### config.mk
export PLATFORM = sky130hd
export DESIGN_NAME = ascii_command_line_parser_top
export DESIGN_NICKNAME = d
export VERILOG_FILES = /design/src/rtl/core/aclp_pkg.sv /design/src/rtl/core/aclp_line.sv /design/src/rtl/core/ascii_command_line_parser_top.sv
export VERILOG_INCLUDE_DIRS = /design/src /design/src/rtl/core
export SDC_FILE = /design/constraint.sdc
export NUM_CORES = 1
export LEC_CHECK = 0
export BUFFER_PORTS_ARGS = -buffer_cell sky130_fd_sc_hd__buf_2
export CORE_MARGIN = 2
export CORE_UTILIZATION = 56
export CTS_CLUSTER_SIZE = 30
export DETAILED_ROUTE_END_ITERATION = 16
export PLACE_DENSITY = 0.78
export SLEW_MARGIN = 20
export SYNTH_ARGS = -nofsm -noshare
export SYNTH_HDL_FRONTEND = slang
export SYNTH_SLANG_ARGS = --single-unit
### constraint.sdc
create_clock -name clk -period 9.1 [get_ports clk]
set_input_delay 1.82 -clock clk [delete_from_list [all_inputs] [get_ports clk]]
set_output_delay 1.82 -clock clk [all_outputs]
set_load 0.02 [all_outputs]
### src/rtl/core/ascii_command_line_parser_top_defines.svh
// ---------------------------------------------------------------------------
// ascii command line parser assertion macros
// concurrent assertion wrappers, empty for synthesis
// ---------------------------------------------------------------------------
`ifndef ASCII_COMMAND_LINE_PARSER_TOP_DEFINES_SVH
`define ASCII_COMMAND_LINE_PARSER_TOP_DEFINES_SVH

`ifndef SYNTHESIS
`define ACLP_ASSERT(lbl, prop) \
  lbl: assert property (@(posedge clk) disable iff (rst) prop) \
    else $error("aclp assertion failed");
`define ACLP_ASSERT_ALWAYS(lbl, prop) \
  lbl: assert property (@(posedge clk) prop) \
    else $error("aclp assertion failed");
`else
`define ACLP_ASSERT(lbl, prop)
`define ACLP_ASSERT_ALWAYS(lbl, prop)
`endif

`endif

### src/rtl/core/aclp_pkg.sv
// ---------------------------------------------------------------------------
// aclp_pkg
// types, codes and constants shared by the command line parser modules
// ---------------------------------------------------------------------------
package aclp_pkg;

  localparam int LINE_MAX        = 128;
  localparam int FRACTION_DIGITS = 4;
  localparam int CNT_W           = $clog2(LINE_MAX);
  localparam int FRAC_W          = 3;
  localparam int POW_W           = 20;
  localparam int PROD_W          = 24;
  localparam int SUM_W           = 36;
  localparam int FEAT_W          = 32;
  localparam int NUM_FEAT        = 4;
  localparam int FIELD_W         = 3;

  localparam logic [FEAT_W-1:0] SAT_MAG = 32'h7fff_ffff;

  localparam logic [7:0] CH_NUL   = 8'h00;
  localparam logic [7:0] CH_TAB   = 8'h09;
  localparam logic [7:0] CH_LF    = 8'h0a;
  localparam logic [7:0] CH_CR    = 8'h0d;
  localparam logic [7:0] CH_SPACE = 8'h20;
  localparam logic [7:0] CH_PLUS  = 8'h2b;
  localparam logic [7:0] CH_COMMA = 8'h2c;
  localparam logic [7:0] CH_MINUS = 8'h2d;
  localparam logic [7:0] CH_POINT = 8'h2e;
  localparam logic [7:0] CH_ZERO  = 8'h30;
  localparam logic [7:0] CH_NINE  = 8'h39;
  localparam logic [7:0] CH_QUERY = 8'h3f;
  localparam logic [7:0] CH_CASE  = 8'h20;
  localparam logic [7:0] CH_LO_H  = 8'h68;
  localparam logic [7:0] CH_LO_P  = 8'h70;
  localparam logic [7:0] CH_LO_R  = 8'h72;
  localparam logic [7:0] CH_LO_S  = 8'h73;
  localparam logic [7:0] CH_LO_V  = 8'h76;

  typedef enum logic [10:0] {
    PH_START        = 11'b000_0000_0001,
    PH_CMD_COMMA    = 11'b000_0000_0010,
    PH_LABEL_SIGN   = 11'b000_0000_0100,
    PH_LABEL_DIGITS = 11'b000_0000_1000,
    PH_LABEL_COMMA  = 11'b000_0001_0000,
    PH_NUM_START    = 11'b000_0010_0000,
    PH_NUM_INT      = 11'b000_0100_0000,
    PH_NUM_FRAC     = 11'b000_1000_0000,
    PH_FIELD_COMMA  = 11'b001_0000_0000,
    PH_TRAIL        = 11'b010_0000_0000,
    PH_DONE         = 11'b100_0000_0000
  } phase_t;

  typedef enum logic [2:0] {
    CMD_HELP  = 3'd0,
    CMD_STATS = 3'd1,
    CMD_RESET = 3'd2,
    CMD_PRED  = 3'd3,
    CMD_VAL   = 3'd4,
    CMD_NONE  = 3'd7
  } cmd_t;

  typedef enum logic [3:0] {
    ERR_NONE       = 4'd0,
    ERR_FORMAT     = 4'd5,
    ERR_NUMBER     = 4'd6,
    ERR_COMMA      = 4'd7,
    ERR_EXTRA      = 4'd8,
    ERR_VFORMAT    = 4'd9,
    ERR_LABEL      = 4'd10,
    ERR_LABELCOMMA = 4'd11,
    ERR_UNKNOWN    = 4'd12
  } err_t;

  localparam logic [3:0] ST_PRED = 4'd3;
  localparam logic [3:0] ST_VAL  = 4'd4;

  typedef struct packed {
    logic [7:0] rx_byte;
    logic       rx_error;
  } item_t;

  typedef struct packed {
    logic                           valid;
    logic [3:0]                     status;
    logic [NUM_FEAT-1:0][FEAT_W-1:0] features;
    logic [1:0]                     true_label;
  } result_t;

  function automatic logic [POW_W-1:0] pow_ten(input logic [FRAC_W-1:0] n);
    logic [POW_W-1:0] v;
    case (n)
      3'd0:    v = 20'd1;
      3'd1:    v = 20'd10;
      3'd2:    v = 20'd100;
      3'd3:    v = 20'd1000;
      3'd4:    v = 20'd10000;
      3'd5:    v = 20'd100000;
      3'd6:    v = 20'd1000000;
      default: v = 20'd1;
    endcase
    return v;
  endfunction

endpackage

### src/rtl/core/aclp_line.sv
// ---------------------------------------------------------------------------
// aclp_line
// line assembly, per-character parse state and feature store
// ---------------------------------------------------------------------------
`include "ascii_command_line_parser_top_defines.svh"

module aclp_line (
  input  logic             clk,
  input  logic             rst,
  input  logic             step,
  input  aclp_pkg::item_t  item,
  output aclp_pkg::result_t result
);
  import aclp_pkg::*;

  logic [CNT_W-1:0]   count;
  logic               ended;
  phase_t             phase;
  cmd_t               cmd;
  logic [FIELD_W-1:0] field;
  logic [FEAT_W-1:0]  acc;
  logic               neg;
  logic               seen;
  logic [FRAC_W-1:0]  frac;
  err_t               err;
  logic [1:0]         label;
  logic [NUM_FEAT-1:0][FEAT_W-1:0] store;

  logic [CNT_W-1:0]   count_next;
  logic               ended_next;
  phase_t             phase_next;
  cmd_t               cmd_next;
  logic [FIELD_W-1:0] field_next;
  logic [FEAT_W-1:0]  acc_next;
  logic               neg_next;
  logic               seen_next;
  logic [FRAC_W-1:0]  frac_next;
  err_t               err_next;
  logic [1:0]         label_next;

  // one character through the parser
  phase_t             f_phase;
  cmd_t               f_cmd;
  logic [FIELD_W-1:0] f_field;
  logic [FEAT_W-1:0]  f_acc;
  logic               f_neg;
  logic               f_seen;
  logic [FRAC_W-1:0]  f_frac;
  err_t               f_err;
  logic [1:0]         f_label;
  logic               store_we;
  logic [1:0]         store_idx;
  logic [FEAT_W-1:0]  store_data;
  logic               finish;
  logic               sep;
  phase_t             sep_phase;

  logic               is_term;
  logic [7:0]         ch;
  logic [7:0]         lower;
  logic               blank;
  logic               digit;
  logic [3:0]         dval;
  logic [POW_W-1:0]   scale;
  logic [PROD_W-1:0]  prod;
  logic [SUM_W-1:0]   base;
  logic [SUM_W-1:0]   sum;
  logic [FEAT_W-1:0]  acc_sat;
  logic               fits;
  logic               line_clear;
  err_t               p_err;
  cmd_t               p_cmd;
  logic [1:0]         p_label;
  logic [3:0]         p_status;

  assign is_term = (item.rx_byte == CH_CR) || (item.rx_byte == CH_LF);
  assign ch      = is_term ? CH_NUL : item.rx_byte;
  assign lower   = ch | CH_CASE;
  assign blank   = (ch == CH_SPACE) || (ch == CH_TAB);
  assign digit   = (ch >= CH_ZERO) && (ch <= CH_NINE);
  assign dval    = ch[3:0];
  assign fits    = count < CNT_W'(LINE_MAX - 1);

  // shared accumulate: label and integer digits scale by ten, fraction digits add
  always_comb begin
    if (phase == PH_NUM_FRAC) begin
      scale = pow_ten(FRAC_W'(FRACTION_DIGITS - 1) - frac);
      base  = SUM_W'(acc);
    end else if (phase == PH_LABEL_SIGN || phase == PH_LABEL_DIGITS) begin
      scale = POW_W'(1);
      base  = SUM_W'({acc, 3'b000}) + SUM_W'({acc, 1'b0});
    end else begin
      scale = pow_ten(FRAC_W'(FRACTION_DIGITS));
      base  = SUM_W'({acc, 3'b000}) + SUM_W'({acc, 1'b0});
    end
    prod    = PROD_W'(dval) * PROD_W'(scale);
    sum     = base + SUM_W'(prod);
    acc_sat = (sum > SUM_W'(SAT_MAG)) ? SAT_MAG : sum[FEAT_W-1:0];
  end

  always_comb begin
    f_phase    = phase;
    f_cmd      = cmd;
    f_field    = field;
    f_acc      = acc;
    f_neg      = neg;
    f_seen     = seen;
    f_frac     = frac;
    f_err      = err;
    f_label    = label;
    store_we   = 1'b0;
    store_idx  = field[1:0];
    store_data = neg ? (FEAT_W'(0) - acc) : acc;
    finish     = 1'b0;
    sep        = 1'b0;
    sep_phase  = phase;

    unique case (phase)
      PH_START: begin
        f_phase = PH_DONE;
        if (ch == CH_NUL) begin
          f_cmd = CMD_NONE;
        end else if (lower == CH_LO_H || ch == CH_QUERY) begin
          f_cmd = CMD_HELP;
        end else if (lower == CH_LO_S) begin
          f_cmd = CMD_STATS;
        end else if (lower == CH_LO_R) begin
          f_cmd = CMD_RESET;
        end else if (lower == CH_LO_P) begin
          f_cmd   = CMD_PRED;
          f_phase = PH_CMD_COMMA;
        end else if (lower == CH_LO_V) begin
          f_cmd   = CMD_VAL;
          f_phase = PH_CMD_COMMA;
        end else begin
          f_err = ERR_UNKNOWN;
        end
      end
      PH_CMD_COMMA: begin
        if (!blank) begin
          if (ch == CH_COMMA) begin
            f_acc   = '0;
            f_neg   = 1'b0;
            f_seen  = 1'b0;
            f_frac  = '0;
            f_phase = (cmd == CMD_VAL) ? PH_LABEL_SIGN : PH_NUM_START;
          end else begin
            f_err   = (cmd == CMD_VAL) ? ERR_VFORMAT : ERR_FORMAT;
            f_phase = PH_DONE;
          end
        end
      end
      PH_LABEL_SIGN: begin
        if (!blank) begin
          f_phase = PH_LABEL_DIGITS;
          if (ch == CH_MINUS) begin
            f_neg = 1'b1;
          end else if (ch == CH_PLUS) begin
            f_neg = neg;
          end else if (digit) begin
            f_acc  = acc_sat;
            f_seen = 1'b1;
          end else begin
            f_err   = ERR_VFORMAT;
            f_phase = PH_DONE;
          end
        end
      end
      PH_LABEL_DIGITS: begin
        if (digit) begin
          f_acc  = acc_sat;
          f_seen = 1'b1;
        end else if (!seen) begin
          f_err   = ERR_VFORMAT;
          f_phase = PH_DONE;
        end else if (acc > FEAT_W'(2) || (neg && acc != '0)) begin
          f_err   = ERR_LABEL;
          f_phase = PH_DONE;
        end else begin
          f_label   = acc[1:0];
          sep       = 1'b1;
          sep_phase = PH_LABEL_COMMA;
        end
      end
      PH_NUM_START: begin
        if (!blank) begin
          f_phase = PH_NUM_INT;
          if (ch == CH_MINUS) begin
            f_neg = 1'b1;
          end else if (ch == CH_PLUS) begin
            f_neg = neg;
          end else if (digit) begin
            f_acc  = acc_sat;
            f_seen = 1'b1;
          end else if (ch == CH_POINT) begin
            f_phase = PH_NUM_FRAC;
          end else begin
            f_err   = ERR_NUMBER;
            f_phase = PH_DONE;
          end
        end
      end
      PH_NUM_INT: begin
        if (digit) begin
          f_acc  = acc_sat;
          f_seen = 1'b1;
        end else if (ch == CH_POINT) begin
          f_phase = PH_NUM_FRAC;
        end else begin
          finish = 1'b1;
        end
      end
      PH_NUM_FRAC: begin
        if (digit) begin
          f_seen = 1'b1;
          if (frac < FRAC_W'(FRACTION_DIGITS)) begin
            f_frac = frac + FRAC_W'(1);
            f_acc  = acc_sat;
          end
        end else begin
          finish = 1'b1;
        end
      end
      PH_LABEL_COMMA, PH_FIELD_COMMA, PH_TRAIL: begin
        sep = 1'b1;
      end
      PH_DONE: begin
        f_phase = phase;
      end
      default: begin
        f_phase = phase;
      end
    endcase

    // end of a number hands the same character on to the separator
    if (finish) begin
      if (!seen) begin
        f_err   = ERR_NUMBER;
        f_phase = PH_DONE;
      end else begin
        store_we  = 1'b1;
        f_field   = field + FIELD_W'(1);
        sep       = 1'b1;
        sep_phase = (f_field < FIELD_W'(NUM_FEAT)) ? PH_FIELD_COMMA : PH_TRAIL;
      end
    end

    if (sep) begin
      if (blank) begin
        f_phase = sep_phase;
      end else if (sep_phase == PH_TRAIL) begin
        if (ch == CH_NUL) begin
          f_phase = PH_DONE;
        end else begin
          f_err   = ERR_EXTRA;
          f_phase = PH_DONE;
        end
      end else if (ch == CH_COMMA) begin
        f_acc   = '0;
        f_neg   = 1'b0;
        f_seen  = 1'b0;
        f_frac  = '0;
        f_phase = PH_NUM_START;
      end else begin
        f_err   = (sep_phase == PH_LABEL_COMMA) ? ERR_LABELCOMMA : ERR_COMMA;
        f_phase = PH_DONE;
      end
    end
  end

  // line control
  always_comb begin
    line_clear = 1'b0;
    count_next = count;
    ended_next = ended;
    phase_next = phase;
    cmd_next   = cmd;
    field_next = field;
    acc_next   = acc;
    neg_next   = neg;
    seen_next  = seen;
    frac_next  = frac;
    err_next   = err;
    label_next = label;
    if (step) begin
      if (item.rx_error) begin
        line_clear = 1'b1;
      end else if (is_term) begin
        line_clear = (count != '0);
      end else if (fits) begin
        count_next = count + CNT_W'(1);
        if (!ended) begin
          ended_next = (ch == CH_NUL);
          phase_next = f_phase;
          cmd_next   = f_cmd;
          field_next = f_field;
          acc_next   = f_acc;
          neg_next   = f_neg;
          seen_next  = f_seen;
          frac_next  = f_frac;
          err_next   = f_err;
          label_next = f_label;
        end
      end else begin
        line_clear = 1'b1;
      end
    end
    if (line_clear) begin
      count_next = '0;
      ended_next = 1'b0;
      phase_next = PH_START;
      cmd_next   = CMD_NONE;
      field_next = '0;
      acc_next   = '0;
      neg_next   = 1'b0;
      seen_next  = 1'b0;
      frac_next  = '0;
      err_next   = ERR_NONE;
      label_next = '0;
    end
  end

  always_ff @(posedge clk) begin
    if (rst) begin
      count <= '0;
      ended <= 1'b0;
      phase <= PH_START;
      cmd   <= CMD_NONE;
      field <= '0;
      acc   <= '0;
      neg   <= 1'b0;
      seen  <= 1'b0;
      frac  <= '0;
      err   <= ERR_NONE;
      label <= '0;
    end else begin
      count <= count_next;
      ended <= ended_next;
      phase <= phase_next;
      cmd   <= cmd_next;
      field <= field_next;
      acc   <= acc_next;
      neg   <= neg_next;
      seen  <= seen_next;
      frac  <= frac_next;
      err   <= err_next;
      label <= label_next;
    end
  end

  always_ff @(posedge clk) begin
    if (step && !item.rx_error && !ended && store_we) begin
      store[store_idx] <= store_data;
    end
  end

  // line end: state after the closing end-of-content character
  assign p_err    = ended ? err : f_err;
  assign p_cmd    = ended ? cmd : f_cmd;
  assign p_label  = ended ? label : f_label;
  assign p_status = (p_err != ERR_NONE) ? p_err : {1'b0, p_cmd};

  always_comb begin
    result.valid      = step && !item.rx_error && is_term && (count != '0) &&
                        (p_err != ERR_NONE || p_cmd != CMD_NONE);
    result.status     = p_status;
    result.true_label = (p_status == ST_VAL) ? p_label : 2'd0;
    for (int j = 0; j < NUM_FEAT; j++) begin
      if (p_status == ST_PRED || p_status == ST_VAL) begin
        result.features[j] = (!ended && store_we && store_idx == 2'(j)) ?
                             store_data : store[j];
      end else begin
        result.features[j] = '0;
      end
    end
  end

  `ACLP_ASSERT(a_field_range, field <= FIELD_W'(NUM_FEAT))
  `ACLP_ASSERT(a_trail_after_four, (phase == PH_TRAIL) |-> (field == FIELD_W'(NUM_FEAT)))
  `ACLP_ASSERT(a_term_clears, (step && !item.rx_error && is_term) |=> (count == '0 && phase == PH_START && err == ERR_NONE))

endmodule

### src/rtl/core/ascii_command_line_parser_top.sv
// ---------------------------------------------------------------------------
// ascii_command_line_parser_top
// streaming parser for help, statistics, reset, predict and validate lines
// ---------------------------------------------------------------------------
// result path: a CR or LF byte enters the input register, and its result is then held in the result register
// throughput: one byte per cycle while no held result waits on res_stall, set by
//   the single parse pass between the input register and the result register
// rx_stall rises only while a held result waits on res_stall
// reset: synchronous rst returns the parser to line start with no result
//   pending; the feature store is not cleared
`include "ascii_command_line_parser_top_defines.svh"

module ascii_command_line_parser_top (
  input  logic               clk,
  input  logic               rst,
  input  logic               rx_valid,
  output logic               rx_stall,
  input  logic [7:0]         rx_byte,
  input  logic               rx_error,
  output logic               res_valid,
  input  logic               res_stall,
  output logic [3:0]         status,
  output logic signed [31:0] feature_one,
  output logic signed [31:0] feature_two,
  output logic signed [31:0] feature_three,
  output logic signed [31:0] feature_four,
  output logic [1:0]         true_label
);
  import aclp_pkg::*;

  logic    held;
  item_t   item;
  logic    advance;
  logic    step;
  result_t result;

  assign advance  = !res_valid || !res_stall;
  assign step     = held && advance;
  assign rx_stall = held && !advance;

  always_ff @(posedge clk) begin
    if (rst) begin
      held <= 1'b0;
    end else if (!rx_stall) begin
      held <= rx_valid;
    end
  end

  always_ff @(posedge clk) begin
    if (rx_valid && !rx_stall) begin
      item.rx_byte  <= rx_byte;
      item.rx_error <= rx_error;
    end
  end

  aclp_line u_line (
    .clk    (clk),
    .rst    (rst),
    .step   (step),
    .item   (item),
    .result (result)
  );

  always_ff @(posedge clk) begin
    if (rst) begin
      res_valid <= 1'b0;
    end else if (advance) begin
      res_valid <= result.valid;
    end
  end

  always_ff @(posedge clk) begin
    if (result.valid) begin
      status        <= result.status;
      feature_one   <= result.features[0];
      feature_two   <= result.features[1];
      feature_three <= result.features[2];
      feature_four  <= result.features[3];
      true_label    <= result.true_label;
    end
  end

  `ACLP_ASSERT(a_feat_zero, (res_valid && status != ST_PRED && status != ST_VAL) |-> (feature_one == 0 && feature_two == 0 && feature_three == 0 && feature_four == 0))
  `ACLP_ASSERT(a_label_zero, (res_valid && status != ST_VAL) |-> (true_label == 2'd0))
  `ACLP_ASSERT(a_stall_cause, rx_stall |-> (held && res_valid && res_stall))
  `ACLP_ASSERT_ALWAYS(a_reset_idle, rst |=> (!res_valid && !held))

endmodule

==> impl_results.md <==
* Status: finished clean
* Post-CTS Setup Bufs at 0
* Drt drc at 0
* Worst EP required at 9460 ps
* Fin crit period at 7662 ps
* Leading area contributor after synthesis: edfxtp_1
* H-tree lvl count at 2
* Post-synth ARST share at 0%
* Full die area at 0.03928 mm²
* Chip Height at 198.2 µm
* DP HPWL at 40240 µm
* Vias per cell at 6.196
* Max clock buf depth at 3
* CP Depth at 22
* GP Congestion at 1.010
* Seq cells post-synth at 341
* WL/cell at 19.83 µm
* Worst Skew at 28.82 ps
* Top area cells in the synthesized netlist: edfxtp_1 (39%), dfxtp_1 (6.6%), a21oi_1 (6.4%)
* Max-slew violation count at 0
* R2R Setup Slk at 1440 ps
* CTS tree: built
* Antenna Nets Post-Route at 0
* Routed WL at 56700 µm
* CP most frequent cell: nand3_1
* FF-to-FF Start: item[1]$_DFFE_PP_
* Standard-cell rows at 71
* # fillers at 2932
* CTS Root Cell: clkbuf_16
* Fin crit share at 84.20%
* Area Overhead vs Synth at 10.41%
* Multi-input gate area at 0.01060 mm²
* Critical Path Max Stage Delay at 690 ps
* Initial cell density of the core at 56.46%
* Unique masters post-synth at 85
* FF-to-FF End: u_line.acc[19]$_SDFFE_PP0P_
* Number of global-route vias before repair at 16540
* Global-route wire length before repair at 88970 µm
* Sequential standard cell area at 0.009539 mm²
* Syn Area/Cell at 9.380 µm²
* Critical-path top delay cell: edfxtp_1
* Most used DFF post-synth: edfxtp_1
* Hold Crit Class: reg -> reg
* Post-route core utilization at 62.33%
* P_leak at 9.295 nW
* I/O pin total at 149
* # diodes at 0
* Setup CP Type: reg -> reg
* Synthesized Nets at 2398
* Overall power at 3.410 mW
* Register area share after synthesis at 45.18%
* Setup crit start: item[1]$_DFFE_PP_
* Total Routing Usage GR at 28.61%
* WP buf/inv at 4
* CP Cell Sequence: inv_1 > nand2_1 > o22ai_1 > nand3_1 > nand2_1 > nor2_1 > inv_1 > fa_1 > fa_1 > fa_1 > inv_1 > ha_1 > nand3_1 > nor4_1 > nand4_1 > nand3_1 > nand3_1 > or3_1 > a21o_1 > a211oi_4 > buf_6 > a311oi_1
* Share of the synthesized area in the top cell type at 38.54%
* # nets final at 2470
* Most common cell after layout, fill and taps aside: nand2_1
* Commonest non-fill, non-tap cells in the layout: nand2_1 (356), edfxtp_1 (271), a21oi_1 (269)
* Fin Setup TNS at 0 ps
* Pre-Repair DR Iteration Count at 6
* Worst vdd ir at 0.0001067 V
* Top fanout value on the critical path at 22
* Count of final hold-check violations at 0
* Largest net degree at the start of global routing at 115
* Max Clock Freq at 130.5 MHz
* CTS clock-pin slew for the worst setup and hold paths at 70 ps
* Synthesized area at 0.02112 mm²
* Slew @ Worst Pin at 957.6 ps
* Syn Inst Count at 2251
* Critical Path Start Type: register
* Share of layout cells above drive strength 1 at 11.92%
* Worst setup EP type: register
* Power density over the cells at 146.3 mW/mm²
* Antenna violations before repair at 0
* Setup Viol. Count Final at 0
* CTS Buf Count at 35
* Total core area at 0.03740 mm²
* Chip width at 198.2 µm
* Clock Latency Late Sink at 540 ps
* Initial DRC Count at 2097
* EDFF count, synth at 271
* CP Capture Point: u_line.acc[19]$_SDFFE_PP0P_
* Post-CTS Hold Fix Bufs at 0
* Worst EP arrival at 8020 ps
* RSZ-0062 raised after global routing: false
* Max-slew headroom at 36.03%
* Worst reg2reg path depth at 22
* Clk sinks at 341
* CP delay by family, top: simple AND/OR/NAND/NOR gates
* Port bufs at 148
* Total number of vias at 17720
* GR Overflow Total at 0
* PostCTS Resize Cnt at 0
* Max-cap viol count at 0
* Yosys warning count at 0
where the power goes:
group	total, mW	internal [mW]	switching [mW]	leakage (nW)
clock network	1.44	0.845	0.595	0.557
logic	0.274	0.0914	0.183	5.57
registers	1.70	1.68	0.0139	3.17
total	3.41	2.62	0.792	9.29
per-layer routing:
metal,vias to the layer above,wire (µm),global-route usage [%],part of all wire (%)
li1,8244,-,-,-
met1,8420,23610,39.66,42
met2,963,26150,46.21,46
met3,93,5632,5.042,9.9
met4,0,1316,8.215,2.3
met5,-,0,0,0
cells by family after synthesis:
logic type	Yosys count	share of synthesized area, %
compound gates	609	17.95
xor+xnor	91	3.775
fa+ha+maj	134	9.754
buf+inv	254	4.806
flops	341	45.18
mux	19	0.9066
simple gates	803	17.63
how the worst min path moves through the flow:
stage,from,to,slack [ps],depth (start not counted)
3_3_place_gp,u_line.label[0]$_SDFFE_PP0P_,u_line.label[0]$_SDFFE_PP0P_,440,2
3_5_place_dp,u_line.label[1]$_SDFFE_PP0P_,u_line.label[1]$_SDFFE_PP0P_,460,2
6_report,u_line.label[1]$_SDFFE_PP0P_,u_line.label[1]$_SDFFE_PP0P_,460,2
5_1_grt,u_line.label[1]$_SDFFE_PP0P_,u_line.label[1]$_SDFFE_PP0P_,490,2
2_1_floorplan,u_line.label[0]$_SDFFE_PP0P_,u_line.label[0]$_SDFFE_PP0P_,430,2
4_1_cts,u_line.label[1]$_SDFFE_PP0P_,u_line.label[1]$_SDFFE_PP0P_,470,2
worst register-to-register path: cells and delay by family (launching register included):
family                   cells  cell delay [ps]
flip-flops                   1              690
adder cells (fa/ha/maj)      4             2000
AO/OA/AOI/OAI                4              870
AND/OR/NAND/NOR             10             3260
buffers and inverters        4              650
Yosys cell counts (28+ instances only):
master,count
a21oi_1,269
o21ai_0,91
nor3_1,28
fa_1,51
xor2_1,38
nor2_1,175
clkbuf_1,112
a211oi_1,66
ha_1,83
nand3_1,36
inv_1,115
nand4_1,30
nand2_1,358
dfxtp_1,70
xnor2_1,53
edfxtp_1,271
registers in the layout, summed over array words and instances, names as in the netlist, 4 cells and up:
name / count
item: 9
u_line.err: 4
status: 4
u_line.store: 128
feature_two: 32
feature_one: 32
feature_four: 32
u_line.phase: 11
u_line.acc: 32
u_line.count: 7
feature_three: 32
final cells by class:
type,instances,share of cell area (%)
tap,511,2.743
clock inverter,17,0.8963
clock buffer,46,4.020
inverter,115,1.852
multi-input combinational,1656,45.49
sequential,341,40.92
timing repair buffer,174,4.084
through the flow:
stage | setup slack (ps) | hold WS (ps) | instance area (µm²) | std cells
finish | 1438 | 464.3 | 23310 | 2860
CTS | 1140 | 465.6 | 23300 | 2859
global placement | 1553 | 438.1 | 22150 | 2796
detailed placement | 1179 | 458.1 | 22150 | 2796
global route | 977.0 | 487.0 | 23310 | 2860
floorplan | 1971 | 431.6 | 21120 | 2251
Power figures use the tool's default switching activity.
